<file path="config.mk">
export PLATFORM = sky130hd
export DESIGN_NAME = nonpreemptive_sjf_scheduler_flat
export DESIGN_NICKNAME = d
export VERILOG_FILES = /design/src/nsjf_pkg.sv /design/src/nsjf_if.sv /design/src/nsjf_table.sv /design/src/nonpreemptive_sjf_scheduler.sv /design/src/flat_wrapper.sv
export SDC_FILE = /design/constraint.sdc
export NUM_CORES = 1
export LEC_CHECK = 0
export BUFFER_PORTS_ARGS = -buffer_cell sky130_fd_sc_hd__buf_2
export CAP_MARGIN = 25
export CORE_UTILIZATION = 40
export DETAILED_ROUTE_END_ITERATION = 16
export PLACE_DENSITY = 0.57
export SLEW_MARGIN = 20
export SYNTH_ARGS = -nofsm -noshare
export SYNTH_HDL_FRONTEND = slang
export SYNTH_HIERARCHICAL = 1
export SYNTH_SLANG_ARGS = --single-unit
export TNS_END_PERCENT = 1
</file>
<file path="constraint.sdc">
create_clock -name clk_i -period 5.5 [get_ports clk_i]
set_clock_uncertainty 0.1 [all_clocks]
set_input_delay 1.65 -clock clk_i [delete_from_list [all_inputs] [get_ports clk_i]]
set_output_delay 1.65 -clock clk_i [all_outputs]
set_load 0.005 [all_outputs]
</file>
<file path="src/nsjf_pkg.sv">
// ----------------------------------------------------------------------------
// nsjf_pkg
// shared constants and event codes of the shortest-job-first scheduler
// ----------------------------------------------------------------------------
package nsjf_pkg;

  localparam int TABLE_SIZE_DEF = 16;
  localparam int TIME_BITS_DEF  = 16;

  localparam int TIME_W  = 16;
  localparam int BURST_W = 16;
  localparam int KIND_W  = 3;
  localparam int INDEX_W = 4;

  typedef enum logic [KIND_W-1:0] {
    EV_NEW    = 3'd0,
    EV_WAIT   = 3'd1,
    EV_RUN    = 3'd2,
    EV_TERM   = 3'd3,
    EV_IDLE   = 3'd4,
    EV_LOADED = 3'd5,
    EV_FULL   = 3'd6
  } event_kind_e;

endpackage

</file>
<file path="src/nsjf_if.sv">
// ----------------------------------------------------------------------------
// nsjf_if
// request and event channels of the scheduler
// ----------------------------------------------------------------------------
interface nsjf_in_if import nsjf_pkg::*; ();
  logic               valid;
  logic               ready;
  logic               operation;
  logic [TIME_W-1:0]  arrival_time;
  logic [BURST_W-1:0] burst_time;

  modport source (output valid, operation, arrival_time, burst_time, input ready);
  modport sink   (input valid, operation, arrival_time, burst_time, output ready);
endinterface

interface nsjf_out_if import nsjf_pkg::*; ();
  logic               valid;
  logic               ready;
  logic [KIND_W-1:0]  event_kind;
  logic [INDEX_W-1:0] job_index;
  logic [TIME_W-1:0]  event_time;
  logic [TIME_W-1:0]  start_tick;
  logic [TIME_W-1:0]  finish_tick;
  logic [TIME_W-1:0]  wait_ticks;
  logic               all_done;
  logic               last;

  modport source (output valid, event_kind, job_index, event_time, start_tick,
                  finish_tick, wait_ticks, all_done, last, input ready);
  modport sink   (input valid, event_kind, job_index, event_time, start_tick,
                  finish_tick, wait_ticks, all_done, last, output ready);
endinterface

</file>
<file path="src/nsjf_table.sv">
// ----------------------------------------------------------------------------
// nsjf_table
// job table memory: arrival and burst per slot, one write and one
// registered read port
// ----------------------------------------------------------------------------
module nsjf_table import nsjf_pkg::*; #(
  parameter int TABLE_SIZE = TABLE_SIZE_DEF,
  parameter int TIME_BITS  = TIME_BITS_DEF,
  localparam int AW        = $clog2(TABLE_SIZE)
) (
  input  logic                 clk_i,
  input  logic                 wr_en_i,
  input  logic [AW-1:0]        wr_addr_i,
  input  logic [TIME_BITS-1:0] wr_arrival_i,
  input  logic [BURST_W-1:0]   wr_burst_i,
  input  logic                 rd_en_i,
  input  logic [AW-1:0]        rd_addr_i,
  output logic [TIME_BITS-1:0] rd_arrival_o,
  output logic [BURST_W-1:0]   rd_burst_o
);

  logic [TIME_BITS-1:0] arr_mem   [TABLE_SIZE];
  logic [BURST_W-1:0]   burst_mem [TABLE_SIZE];

  always_ff @(posedge clk_i) begin
    if (wr_en_i) begin
      arr_mem[wr_addr_i]   <= wr_arrival_i;
      burst_mem[wr_addr_i] <= wr_burst_i;
    end
  end

  always_ff @(posedge clk_i) begin
    if (rd_en_i) begin
      rd_arrival_o <= arr_mem[rd_addr_i];
      rd_burst_o   <= burst_mem[rd_addr_i];
    end
  end

endmodule

</file>
<file path="src/nonpreemptive_sjf_scheduler.sv">
// ----------------------------------------------------------------------------
// nonpreemptive_sjf_scheduler
// non-preemptive shortest-job-first scheduler over a job table, one
// sequencer scanning the table through a single read port
//
//   channel | dir | handshake       | word
//   req_i   | in  | valid / ready   | operation, arrival_time, burst_time
//   evt_o   | out | valid / ready   | event_kind .. last, one event per word
//
// load: S_LOAD emits EV_LOADED and writes the slot, or EV_FULL when full
// tick: arrival and waiting passes while a job runs, arrival and selection
//   passes when nothing is ready, all three when a job starts; each pass
//   reads every loaded slot through the table read port
// output stalls hold the sequencer; req_i.ready only in idle
// reset clears control state; table contents undefined until loaded
// ----------------------------------------------------------------------------
module nonpreemptive_sjf_scheduler import nsjf_pkg::*; #(
  parameter int TABLE_SIZE = TABLE_SIZE_DEF,
  parameter int TIME_BITS  = TIME_BITS_DEF
) (
  input  logic       clk_i,
  input  logic       rst_ni,
  nsjf_in_if.sink    req_i,
  nsjf_out_if.source evt_o
);

  localparam int AW = $clog2(TABLE_SIZE);
  localparam int CW = $clog2(TABLE_SIZE + 1);
  localparam int WW = (TIME_BITS > TIME_W) ? TIME_BITS : TIME_W;
  localparam int SW = (AW > INDEX_W) ? AW : INDEX_W;
  localparam logic [TIME_BITS-1:0] TIME_MAX = {TIME_BITS{1'b1}};

  localparam logic [3:0] S_IDLE    = 4'd0;
  localparam logic [3:0] S_LOAD    = 4'd1;
  localparam logic [3:0] S_SEL_RD  = 4'd2;
  localparam logic [3:0] S_SEL_EV  = 4'd3;
  localparam logic [3:0] S_SEL_END = 4'd4;
  localparam logic [3:0] S_PLAN    = 4'd5;
  localparam logic [3:0] S_NEW_RD  = 4'd6;
  localparam logic [3:0] S_NEW_EV  = 4'd7;
  localparam logic [3:0] S_WT_RD   = 4'd8;
  localparam logic [3:0] S_WT_EV   = 4'd9;
  localparam logic [3:0] S_RUN     = 4'd10;
  localparam logic [3:0] S_TERM    = 4'd11;
  localparam logic [3:0] S_IDLE_EV = 4'd12;
  localparam logic [3:0] S_ADV     = 4'd13;

  logic [3:0]            state_q, state_d;
  logic [CW-1:0]         idx_q, idx_d;
  logic [CW-1:0]         count_q, count_d;
  logic [CW-1:0]         fin_cnt_q, fin_cnt_d;
  logic [TABLE_SIZE-1:0] fin_q, fin_d;
  logic [TABLE_SIZE-1:0] ann_q, ann_d;
  logic [TIME_BITS-1:0]  now_q, now_d;
  logic                  run_valid_q, run_valid_d;
  logic [AW-1:0]         run_slot_q, run_slot_d;
  logic [BURST_W-1:0]    ticks_q, ticks_d;
  logic [TIME_BITS-1:0]  run_start_q, run_start_d;
  logic [TIME_BITS-1:0]  run_arr_q, run_arr_d;
  logic [BURST_W-1:0]    run_burst_q, run_burst_d;
  logic                  found_q, found_d;
  logic [AW-1:0]         best_slot_q, best_slot_d;
  logic [BURST_W-1:0]    best_burst_q, best_burst_d;
  logic [TIME_BITS-1:0]  best_arr_q, best_arr_d;
  logic                  term_q, term_d;
  logic                  done_q, done_d;
  logic [TIME_BITS-1:0]  in_arr_q, in_arr_d;
  logic [BURST_W-1:0]    in_burst_q, in_burst_d;

  logic                  ov_q, ov_d;
  event_kind_e           okind_q, okind_d;
  logic [INDEX_W-1:0]    oidx_q, oidx_d;
  logic [TIME_W-1:0]     otime_q, otime_d;
  logic [TIME_W-1:0]     ostart_q, ostart_d;
  logic [TIME_W-1:0]     ofin_q, ofin_d;
  logic [TIME_W-1:0]     owait_q, owait_d;
  logic                  odone_q, odone_d;
  logic                  olast_q, olast_d;

  logic                  tbl_we, tbl_re;
  logic [AW-1:0]         tbl_waddr;
  logic [TIME_BITS-1:0]  rd_arr;
  logic [BURST_W-1:0]    rd_burst;

  logic                  emit;
  event_kind_e           e_kind;
  logic [AW-1:0]         e_slot;
  logic [TIME_BITS-1:0]  e_start, e_fin, e_wait;
  logic                  e_done, e_last;

  logic [AW-1:0]         ix;
  logic                  rd_ready;
  logic                  out_free;
  logic [WW-1:0]         arr_x, now_x, start_x, fin_x, wait_x;
  logic [SW-1:0]         slot_x;
  logic [WW:0]           fin_sum;
  logic [TIME_BITS-1:0]  fin_sat;

  nsjf_table #(
    .TABLE_SIZE (TABLE_SIZE),
    .TIME_BITS  (TIME_BITS)
  ) u_table (
    .clk_i        (clk_i),
    .wr_en_i      (tbl_we),
    .wr_addr_i    (tbl_waddr),
    .wr_arrival_i (in_arr_q),
    .wr_burst_i   (in_burst_q),
    .rd_en_i      (tbl_re),
    .rd_addr_i    (ix),
    .rd_arrival_o (rd_arr),
    .rd_burst_o   (rd_burst)
  );

  assign ix        = idx_q[AW-1:0];
  assign tbl_waddr = count_q[AW-1:0];
  assign rd_ready  = (rd_arr <= now_q) && !fin_q[ix];
  assign out_free  = !ov_q || evt_o.ready;
  assign arr_x     = WW'(req_i.arrival_time);

  // saturating finish tick
  assign fin_sum = (WW + 1)'(run_start_q) + (WW + 1)'(run_burst_q);
  assign fin_sat = (fin_sum > (WW + 1)'(TIME_MAX)) ? TIME_MAX : fin_sum[TIME_BITS-1:0];

  always_comb begin
    state_d      = state_q;
    idx_d        = idx_q;
    count_d      = count_q;
    fin_cnt_d    = fin_cnt_q;
    fin_d        = fin_q;
    ann_d        = ann_q;
    now_d        = now_q;
    run_valid_d  = run_valid_q;
    run_slot_d   = run_slot_q;
    ticks_d      = ticks_q;
    run_start_d  = run_start_q;
    run_arr_d    = run_arr_q;
    run_burst_d  = run_burst_q;
    found_d      = found_q;
    best_slot_d  = best_slot_q;
    best_burst_d = best_burst_q;
    best_arr_d   = best_arr_q;
    term_d       = term_q;
    done_d       = done_q;
    in_arr_d     = in_arr_q;
    in_burst_d   = in_burst_q;
    tbl_we       = 1'b0;
    tbl_re       = 1'b0;
    emit         = 1'b0;
    e_kind       = EV_IDLE;
    e_slot       = '0;
    e_start      = '0;
    e_fin        = '0;
    e_wait       = '0;
    e_done       = done_q;
    e_last       = 1'b0;

    case (state_q)
      S_IDLE: begin
        if (req_i.valid) begin
          in_arr_d   = arr_x[TIME_BITS-1:0];
          in_burst_d = req_i.burst_time;
          idx_d      = '0;
          found_d    = 1'b0;
          if (!req_i.operation) begin
            state_d = S_LOAD;
          end else if (run_valid_q) begin
            state_d = S_SEL_END;
          end else begin
            state_d = S_SEL_RD;
          end
        end
      end
      S_LOAD: begin
        if (out_free) begin
          emit    = 1'b1;
          e_last  = 1'b1;
          state_d = S_IDLE;
          if (count_q == CW'(TABLE_SIZE)) begin
            e_kind = EV_FULL;
            e_done = (fin_cnt_q == count_q);
          end else begin
            e_kind           = EV_LOADED;
            e_slot           = count_q[AW-1:0];
            e_done           = ((CW + 1)'(fin_cnt_q) == (CW + 1)'(count_q) + (CW + 1)'(1));
            tbl_we           = 1'b1;
            fin_d[tbl_waddr] = 1'b0;
            ann_d[tbl_waddr] = 1'b0;
            count_d          = count_q + CW'(1);
          end
        end
      end
      // selection pass: smallest burst, then earlier arrival, then lower slot
      S_SEL_RD: begin
        if (idx_q == count_q) begin
          state_d = S_SEL_END;
        end else begin
          tbl_re  = 1'b1;
          state_d = S_SEL_EV;
        end
      end
      S_SEL_EV: begin
        if (rd_ready && (!found_q || (rd_burst < best_burst_q) ||
            ((rd_burst == best_burst_q) && (rd_arr < best_arr_q)))) begin
          found_d      = 1'b1;
          best_slot_d  = ix;
          best_burst_d = rd_burst;
          best_arr_d   = rd_arr;
        end
        idx_d   = idx_q + CW'(1);
        state_d = S_SEL_RD;
      end
      S_SEL_END: begin
        if (!run_valid_q && found_q) begin
          run_valid_d = 1'b1;
          run_slot_d  = best_slot_q;
          ticks_d     = best_burst_q;
          run_start_d = now_q;
          run_arr_d   = best_arr_q;
          run_burst_d = best_burst_q;
        end
        state_d = S_PLAN;
      end
      // settle termination up front so every event carries the final all_done
      S_PLAN: begin
        term_d  = run_valid_q && (ticks_q <= BURST_W'(1));
        done_d  = ((CW + 1)'(fin_cnt_q) + (CW + 1)'(term_d) == (CW + 1)'(count_q));
        idx_d   = '0;
        state_d = S_NEW_RD;
      end
      S_NEW_RD: begin
        if (idx_q == count_q) begin
          idx_d   = '0;
          state_d = run_valid_q ? S_WT_RD : S_IDLE_EV;
        end else begin
          tbl_re  = 1'b1;
          state_d = S_NEW_EV;
        end
      end
      S_NEW_EV: begin
        if ((rd_arr <= now_q) && !ann_q[ix]) begin
          if (out_free) begin
            emit      = 1'b1;
            e_kind    = EV_NEW;
            e_slot    = ix;
            ann_d[ix] = 1'b1;
            idx_d     = idx_q + CW'(1);
            state_d   = S_NEW_RD;
          end
        end else begin
          idx_d   = idx_q + CW'(1);
          state_d = S_NEW_RD;
        end
      end
      S_WT_RD: begin
        if (idx_q == count_q) begin
          state_d = S_RUN;
        end else begin
          tbl_re  = 1'b1;
          state_d = S_WT_EV;
        end
      end
      S_WT_EV: begin
        if ((ix != run_slot_q) && rd_ready) begin
          if (out_free) begin
            emit    = 1'b1;
            e_kind  = EV_WAIT;
            e_slot  = ix;
            idx_d   = idx_q + CW'(1);
            state_d = S_WT_RD;
          end
        end else begin
          idx_d   = idx_q + CW'(1);
          state_d = S_WT_RD;
        end
      end
      S_RUN: begin
        if (out_free) begin
          emit    = 1'b1;
          e_kind  = EV_RUN;
          e_slot  = run_slot_q;
          e_last  = !term_q;
          if (ticks_q != '0) begin
            ticks_d = ticks_q - BURST_W'(1);
          end
          state_d = term_q ? S_TERM : S_ADV;
        end
      end
      S_TERM: begin
        if (out_free) begin
          emit              = 1'b1;
          e_kind            = EV_TERM;
          e_slot            = run_slot_q;
          e_start           = run_start_q;
          e_fin             = fin_sat;
          e_wait            = run_start_q - run_arr_q;
          e_last            = 1'b1;
          fin_d[run_slot_q] = 1'b1;
          fin_cnt_d         = fin_cnt_q + CW'(1);
          run_valid_d       = 1'b0;
          state_d           = S_ADV;
        end
      end
      S_IDLE_EV: begin
        if (out_free) begin
          emit    = 1'b1;
          e_kind  = EV_IDLE;
          e_last  = 1'b1;
          state_d = S_ADV;
        end
      end
      S_ADV: begin
        if (now_q != TIME_MAX) begin
          now_d = now_q + TIME_BITS'(1);
        end
        state_d = S_IDLE;
      end
      default: begin
        state_d = S_IDLE;
      end
    endcase
  end

  // output word register
  assign now_x   = WW'(now_q);
  assign start_x = WW'(e_start);
  assign fin_x   = WW'(e_fin);
  assign wait_x  = WW'(e_wait);
  assign slot_x  = SW'(e_slot);

  always_comb begin
    ov_d     = ov_q;
    okind_d  = okind_q;
    oidx_d   = oidx_q;
    otime_d  = otime_q;
    ostart_d = ostart_q;
    ofin_d   = ofin_q;
    owait_d  = owait_q;
    odone_d  = odone_q;
    olast_d  = olast_q;
    if (emit) begin
      ov_d     = 1'b1;
      okind_d  = e_kind;
      oidx_d   = slot_x[INDEX_W-1:0];
      otime_d  = now_x[TIME_W-1:0];
      ostart_d = start_x[TIME_W-1:0];
      ofin_d   = fin_x[TIME_W-1:0];
      owait_d  = wait_x[TIME_W-1:0];
      odone_d  = e_done;
      olast_d  = e_last;
    end else if (evt_o.ready) begin
      ov_d = 1'b0;
    end
  end

  always_ff @(posedge clk_i or negedge rst_ni) begin
    if (!rst_ni) begin
      state_q     <= S_IDLE;
      idx_q       <= '0;
      count_q     <= '0;
      fin_cnt_q   <= '0;
      fin_q       <= '0;
      ann_q       <= '0;
      now_q       <= '0;
      run_valid_q <= 1'b0;
      run_slot_q  <= '0;
      ticks_q     <= '0;
      run_start_q <= '0;
      found_q     <= 1'b0;
      term_q      <= 1'b0;
      done_q      <= 1'b0;
      ov_q        <= 1'b0;
    end else begin
      state_q     <= state_d;
      idx_q       <= idx_d;
      count_q     <= count_d;
      fin_cnt_q   <= fin_cnt_d;
      fin_q       <= fin_d;
      ann_q       <= ann_d;
      now_q       <= now_d;
      run_valid_q <= run_valid_d;
      run_slot_q  <= run_slot_d;
      ticks_q     <= ticks_d;
      run_start_q <= run_start_d;
      found_q     <= found_d;
      term_q      <= term_d;
      done_q      <= done_d;
      ov_q        <= ov_d;
    end
  end

  always_ff @(posedge clk_i) begin
    run_arr_q    <= run_arr_d;
    run_burst_q  <= run_burst_d;
    best_slot_q  <= best_slot_d;
    best_burst_q <= best_burst_d;
    best_arr_q   <= best_arr_d;
    in_arr_q     <= in_arr_d;
    in_burst_q   <= in_burst_d;
    okind_q      <= okind_d;
    oidx_q       <= oidx_d;
    otime_q      <= otime_d;
    ostart_q     <= ostart_d;
    ofin_q       <= ofin_d;
    owait_q      <= owait_d;
    odone_q      <= odone_d;
    olast_q      <= olast_d;
  end

  assign req_i.ready       = (state_q == S_IDLE);
  assign evt_o.valid       = ov_q;
  assign evt_o.event_kind  = okind_q;
  assign evt_o.job_index   = oidx_q;
  assign evt_o.event_time  = otime_q;
  assign evt_o.start_tick  = ostart_q;
  assign evt_o.finish_tick = ofin_q;
  assign evt_o.wait_ticks  = owait_q;
  assign evt_o.all_done    = odone_q;
  assign evt_o.last        = olast_q;

endmodule

</file>
<file path="src/flat_wrapper.sv">
// flat-port wrapper written by rule: the top's interface ports become plain ports
module nonpreemptive_sjf_scheduler_flat import nsjf_pkg::*;
#(
  parameter int TABLE_SIZE = TABLE_SIZE_DEF,
  parameter int TIME_BITS  = TIME_BITS_DEF
)
  (clk_i, rst_ni, req_i_valid, req_i_operation, req_i_arrival_time, req_i_burst_time, req_i_ready, evt_o_valid, evt_o_event_kind, evt_o_job_index, evt_o_event_time, evt_o_start_tick, evt_o_finish_tick, evt_o_wait_ticks, evt_o_all_done, evt_o_last, evt_o_ready);
  nsjf_in_if req_i_i ();
  nsjf_out_if evt_o_i ();
  input  logic clk_i;
  input  logic rst_ni;
  input wire logic [$bits(req_i_i.valid)-1:0] req_i_valid;
  input wire logic [$bits(req_i_i.operation)-1:0] req_i_operation;
  input wire logic [$bits(req_i_i.arrival_time)-1:0] req_i_arrival_time;
  input wire logic [$bits(req_i_i.burst_time)-1:0] req_i_burst_time;
  output wire logic [$bits(req_i_i.ready)-1:0] req_i_ready;
  output wire logic [$bits(evt_o_i.valid)-1:0] evt_o_valid;
  output wire logic [$bits(evt_o_i.event_kind)-1:0] evt_o_event_kind;
  output wire logic [$bits(evt_o_i.job_index)-1:0] evt_o_job_index;
  output wire logic [$bits(evt_o_i.event_time)-1:0] evt_o_event_time;
  output wire logic [$bits(evt_o_i.start_tick)-1:0] evt_o_start_tick;
  output wire logic [$bits(evt_o_i.finish_tick)-1:0] evt_o_finish_tick;
  output wire logic [$bits(evt_o_i.wait_ticks)-1:0] evt_o_wait_ticks;
  output wire logic [$bits(evt_o_i.all_done)-1:0] evt_o_all_done;
  output wire logic [$bits(evt_o_i.last)-1:0] evt_o_last;
  input wire logic [$bits(evt_o_i.ready)-1:0] evt_o_ready;
  assign req_i_i.valid = req_i_valid;
  assign req_i_i.operation = req_i_operation;
  assign req_i_i.arrival_time = req_i_arrival_time;
  assign req_i_i.burst_time = req_i_burst_time;
  assign req_i_ready = req_i_i.ready;
  assign evt_o_valid = evt_o_i.valid;
  assign evt_o_event_kind = evt_o_i.event_kind;
  assign evt_o_job_index = evt_o_i.job_index;
  assign evt_o_event_time = evt_o_i.event_time;
  assign evt_o_start_tick = evt_o_i.start_tick;
  assign evt_o_finish_tick = evt_o_i.finish_tick;
  assign evt_o_wait_ticks = evt_o_i.wait_ticks;
  assign evt_o_all_done = evt_o_i.all_done;
  assign evt_o_last = evt_o_i.last;
  assign evt_o_i.ready = evt_o_ready;
  nonpreemptive_sjf_scheduler #(.TABLE_SIZE(TABLE_SIZE), .TIME_BITS(TIME_BITS)) u_core (.clk_i(clk_i), .rst_ni(rst_ni), .req_i(req_i_i), .evt_o(evt_o_i));
endmodule
</file>
==> results.json <==
{
  "status": "complete, no violations",
  "core.rowCount": 106,
  "power.total_mw": 18.69,
  "ioPinCount": 112,
  "hold_viol": 0,
  "synth_edf_count": 717,
  "min_to": "u_core/run_arr_q[7]",
  "ys_async_sr_fraction_pct": 13.09,
  "reg2reg_from": "u_core/count_q[0]",
  "final_common_cell": "edfxtp_1",
  "ys_types": 75,
  "rsz0062_at_grt": "false",
  "crit_path_max_incr_delay_ns": 0.81,
  "diodes": 0,
  "drt_first_pass_iters": 5,
  "fp.dieW_um": 294.7,
  "cts_resized": 0,
  "ir_drop_uv": 227.5,
  "tightest_slew_ns": 0.9872,
  "wl_um": 76870,
  "cp_slowest_cell": "dfrtp_1",
  "powerDensity_nw_per_um2": 475.1,
  "ant_nets": 0,
  "antenna_found_initial": 0,
  "grt_first_pass_wirelength_um": 117700,
  "critPathTopFamily": "simple AND/OR/NAND/NOR gates",
  "cts_setup_buffers": 0,
  "min_period_ns": 4.007,
  "path_cells": "inv_1 -> ha_1 -> nand3_1 -> nand2_1 -> clkinv_1 -> or3b_2 -> nor2_4 -> buf_12",
  "drv_cap": 0,
  "fin_crit_sh_pct": 72.85,
  "cts_hold_buf": 0,
  "syn_area_per_cell_um2": 16.50,
  "cts_buffers": 88,
  "dieArea_um2": 86830,
  "timing.hold.ws_ns": 0.3453,
  "r2r_end": "u_core/u_table/burst_mem[1][9]",
  "die_y_um": 294.7,
  "endpoint_kind": "flip-flop",
  "drc": 0,
  "cts.clk_slew.worst_paths_ns": 0.06,
  "crit_fanout": 17,
  "dp_hpwl_um": 50420,
  "min_path_type": "flip-flop to flip-flop",
  "syn-num-nets": 2209,
  "grt_max_degree": 66,
  "hp-start": "u_core/best_arr_q[7]",
  "grt_pass1_vias": 18950,
  "layout_common_cells": "edfxtp_1 (717), nand2_1 (144), mux4_2 (134)",
  "design_area_um2": 39340,
  "hold_depth": 0,
  "first_iter_violations": 1374,
  "cts-root-buf": "clkbuf_16",
  "synth_seq_area_share_pct": 70.72,
  "synthCells": 2076,
  "track_usage_pct": 18.03,
  "htreeDepth": 3,
  "cp.arrival_ns": 4.24,
  "gp_congestion": 0.8636,
  "portBuffers": 111,
  "fp.coreArea_um2": 84220,
  "ys.flop_type": "edfxtp_1",
  "final_layout_size_suffix_gt1_share_pct": 19.39,
  "wire_per_inst_um": 22.32,
  "clock_latency_ns": 0.64,
  "overflow": 0,
  "reg.largest.list": "u_core/u_table/arr_mem (256), u_core/u_table/burst_mem (256)",
  "slew_viol_final": 0,
  "setup_ws_ns": 1.493,
  "initial_core_util_pct": 40.68,
  "nets": 2370,
  "r2r_cells": 8,
  "p_leak_nw": 13.79,
  "required_ns": 5.74,
  "startpoint_type": "flip-flop",
  "syn_to_final_growth_pct": 14.80,
  "critPathKind": "flip-flop to flip-flop",
  "max_freq_ghz": 0.2496,
  "cts_tree": "done",
  "synth_seq_cells": 825,
  "clock_path_buffers": 3,
  "setup_viol": 0,
  "vias": 18680,
  "dp_slack_ns": 0.9966,
  "yosys_warnings": 6,
  "rrSetupSlack_ns": 1.49,
  "dpl_cell_area_um2": 36450,
  "cts.sinks": 825,
  "critPathBufInv": 3,
  "synth_area_um2": 34260,
  "vias_per_cell": 5.424,
  "relSlewSlack_pct": 34.19
}
-- logic make-up (layout without fill, tap and decap cells) --
kind of cell	count (synthesis)	count (layout)	share of synthesized area, %
buffers and inverters	180	414	2.129
multiplexers	146	146	9.323
AO/OA/AOI/OAI	360	360	7.000
adder cells (fa/ha/maj)	96	96	3.549
flip-flops	825	825	70.72
XOR/XNOR	65	65	1.662
AND/OR/NAND/NOR	404	404	5.613
-- worst max-delay path by stage --
stage | startpoint | endpoint | depth (start not counted)
after CTS | u_core/count_q[0] | u_core/u_table/burst_mem[1][12] | 8
after detailed placement | evt_o_ready | u_core/u_table/burst_mem[1][8] | 9
after global routing | u_core/count_q[0] | u_core/u_table/burst_mem[1][9] | 8
after global placement | evt_o_ready | u_core/u_table/arr_mem[1][4] | 9
after floorplan | evt_o_ready | u_core/u_table/arr_mem[0][0] | 8
final | u_core/count_q[0] | u_core/u_table/burst_mem[1][9] | 8
-- layout make-up --
class,count,area (um^2)
Fill cell,7167,44880
Sequential cell,825,24240
Multi-Input combinational cell,1071,9448
Clock buffer,117,2331
Tap cell,1134,1419
Timing Repair Buffer,158,1071
Clock inverter,46,478.0
Inverter,93,349.1
-- report_power, final --
part / total (mW) / switching (mW) / internal, mW / leakage [nW]
Combinational: 4.37 / 2.50 / 1.87 / 4.49
Clock: 5.72 / 2.43 / 3.29 / 1.36
Sequential: 8.60 / 0.746 / 7.85 / 7.94
Total: 18.7 / 5.68 / 13.0 / 13.8
-- through the flow --
stage          setup TNS, ns  cells  utilization (%)
6_report                   0   3444            46.71
5_1_grt                    0   3444            46.71
4_1_cts                    0   3441            46.62
3_5_place_dp               0   3278            43.28
3_3_place_gp               0   3277            43.25
2_1_floorplan         -6.332   2076                -
-- routing by layer --
metal	vias to the layer above	global-route usage, %	share of wire, %
met5	-	0	0
met4	0	5.907	3.0
met3	129	2.669	4.2
met2	513	29.79	48
met1	9552	24.48	44
li1	8487	-	-
-- Yosys cell counts, types with 4 or more instances --
master     count  share of area, %
mux4_2       134               8.8
a22oi_1       76               1.7
dfrtp_1      108               7.9
a41oi_1        7              0.18
o211ai_1      11              0.24
and2_1         9              0.16
xnor2_1       39               1.0
o21ai_0       65              0.95
a31oi_1       14              0.26
a211o_1        6              0.15
nor3b_1        7              0.15
nand2b_1      10              0.18
mux2i_1        6              0.18
nor2b_1       17              0.31
a21o_1        15              0.33
a21oi_1       86               1.3
a22o_1         6              0.15
a211oi_1      14              0.31
ha_1          94               3.4
o2bb2ai_1     10              0.26
clkbuf_1      57              0.62
o21a_1         8              0.18
edfxtp_1     717                63
xor2_1        26              0.66
inv_1         90              0.99
nor2_1        81              0.89
nand4_1       19              0.35
buf_2         10              0.15
nand3_1       34              0.50
nor3_1        34              0.50
and3_1        28              0.51
buf_1         10              0.11
buf_4          9              0.20
nand2_1      144               1.6
nor4_1         4             0.073
Note: power is estimated with default switching activity, not from simulation.
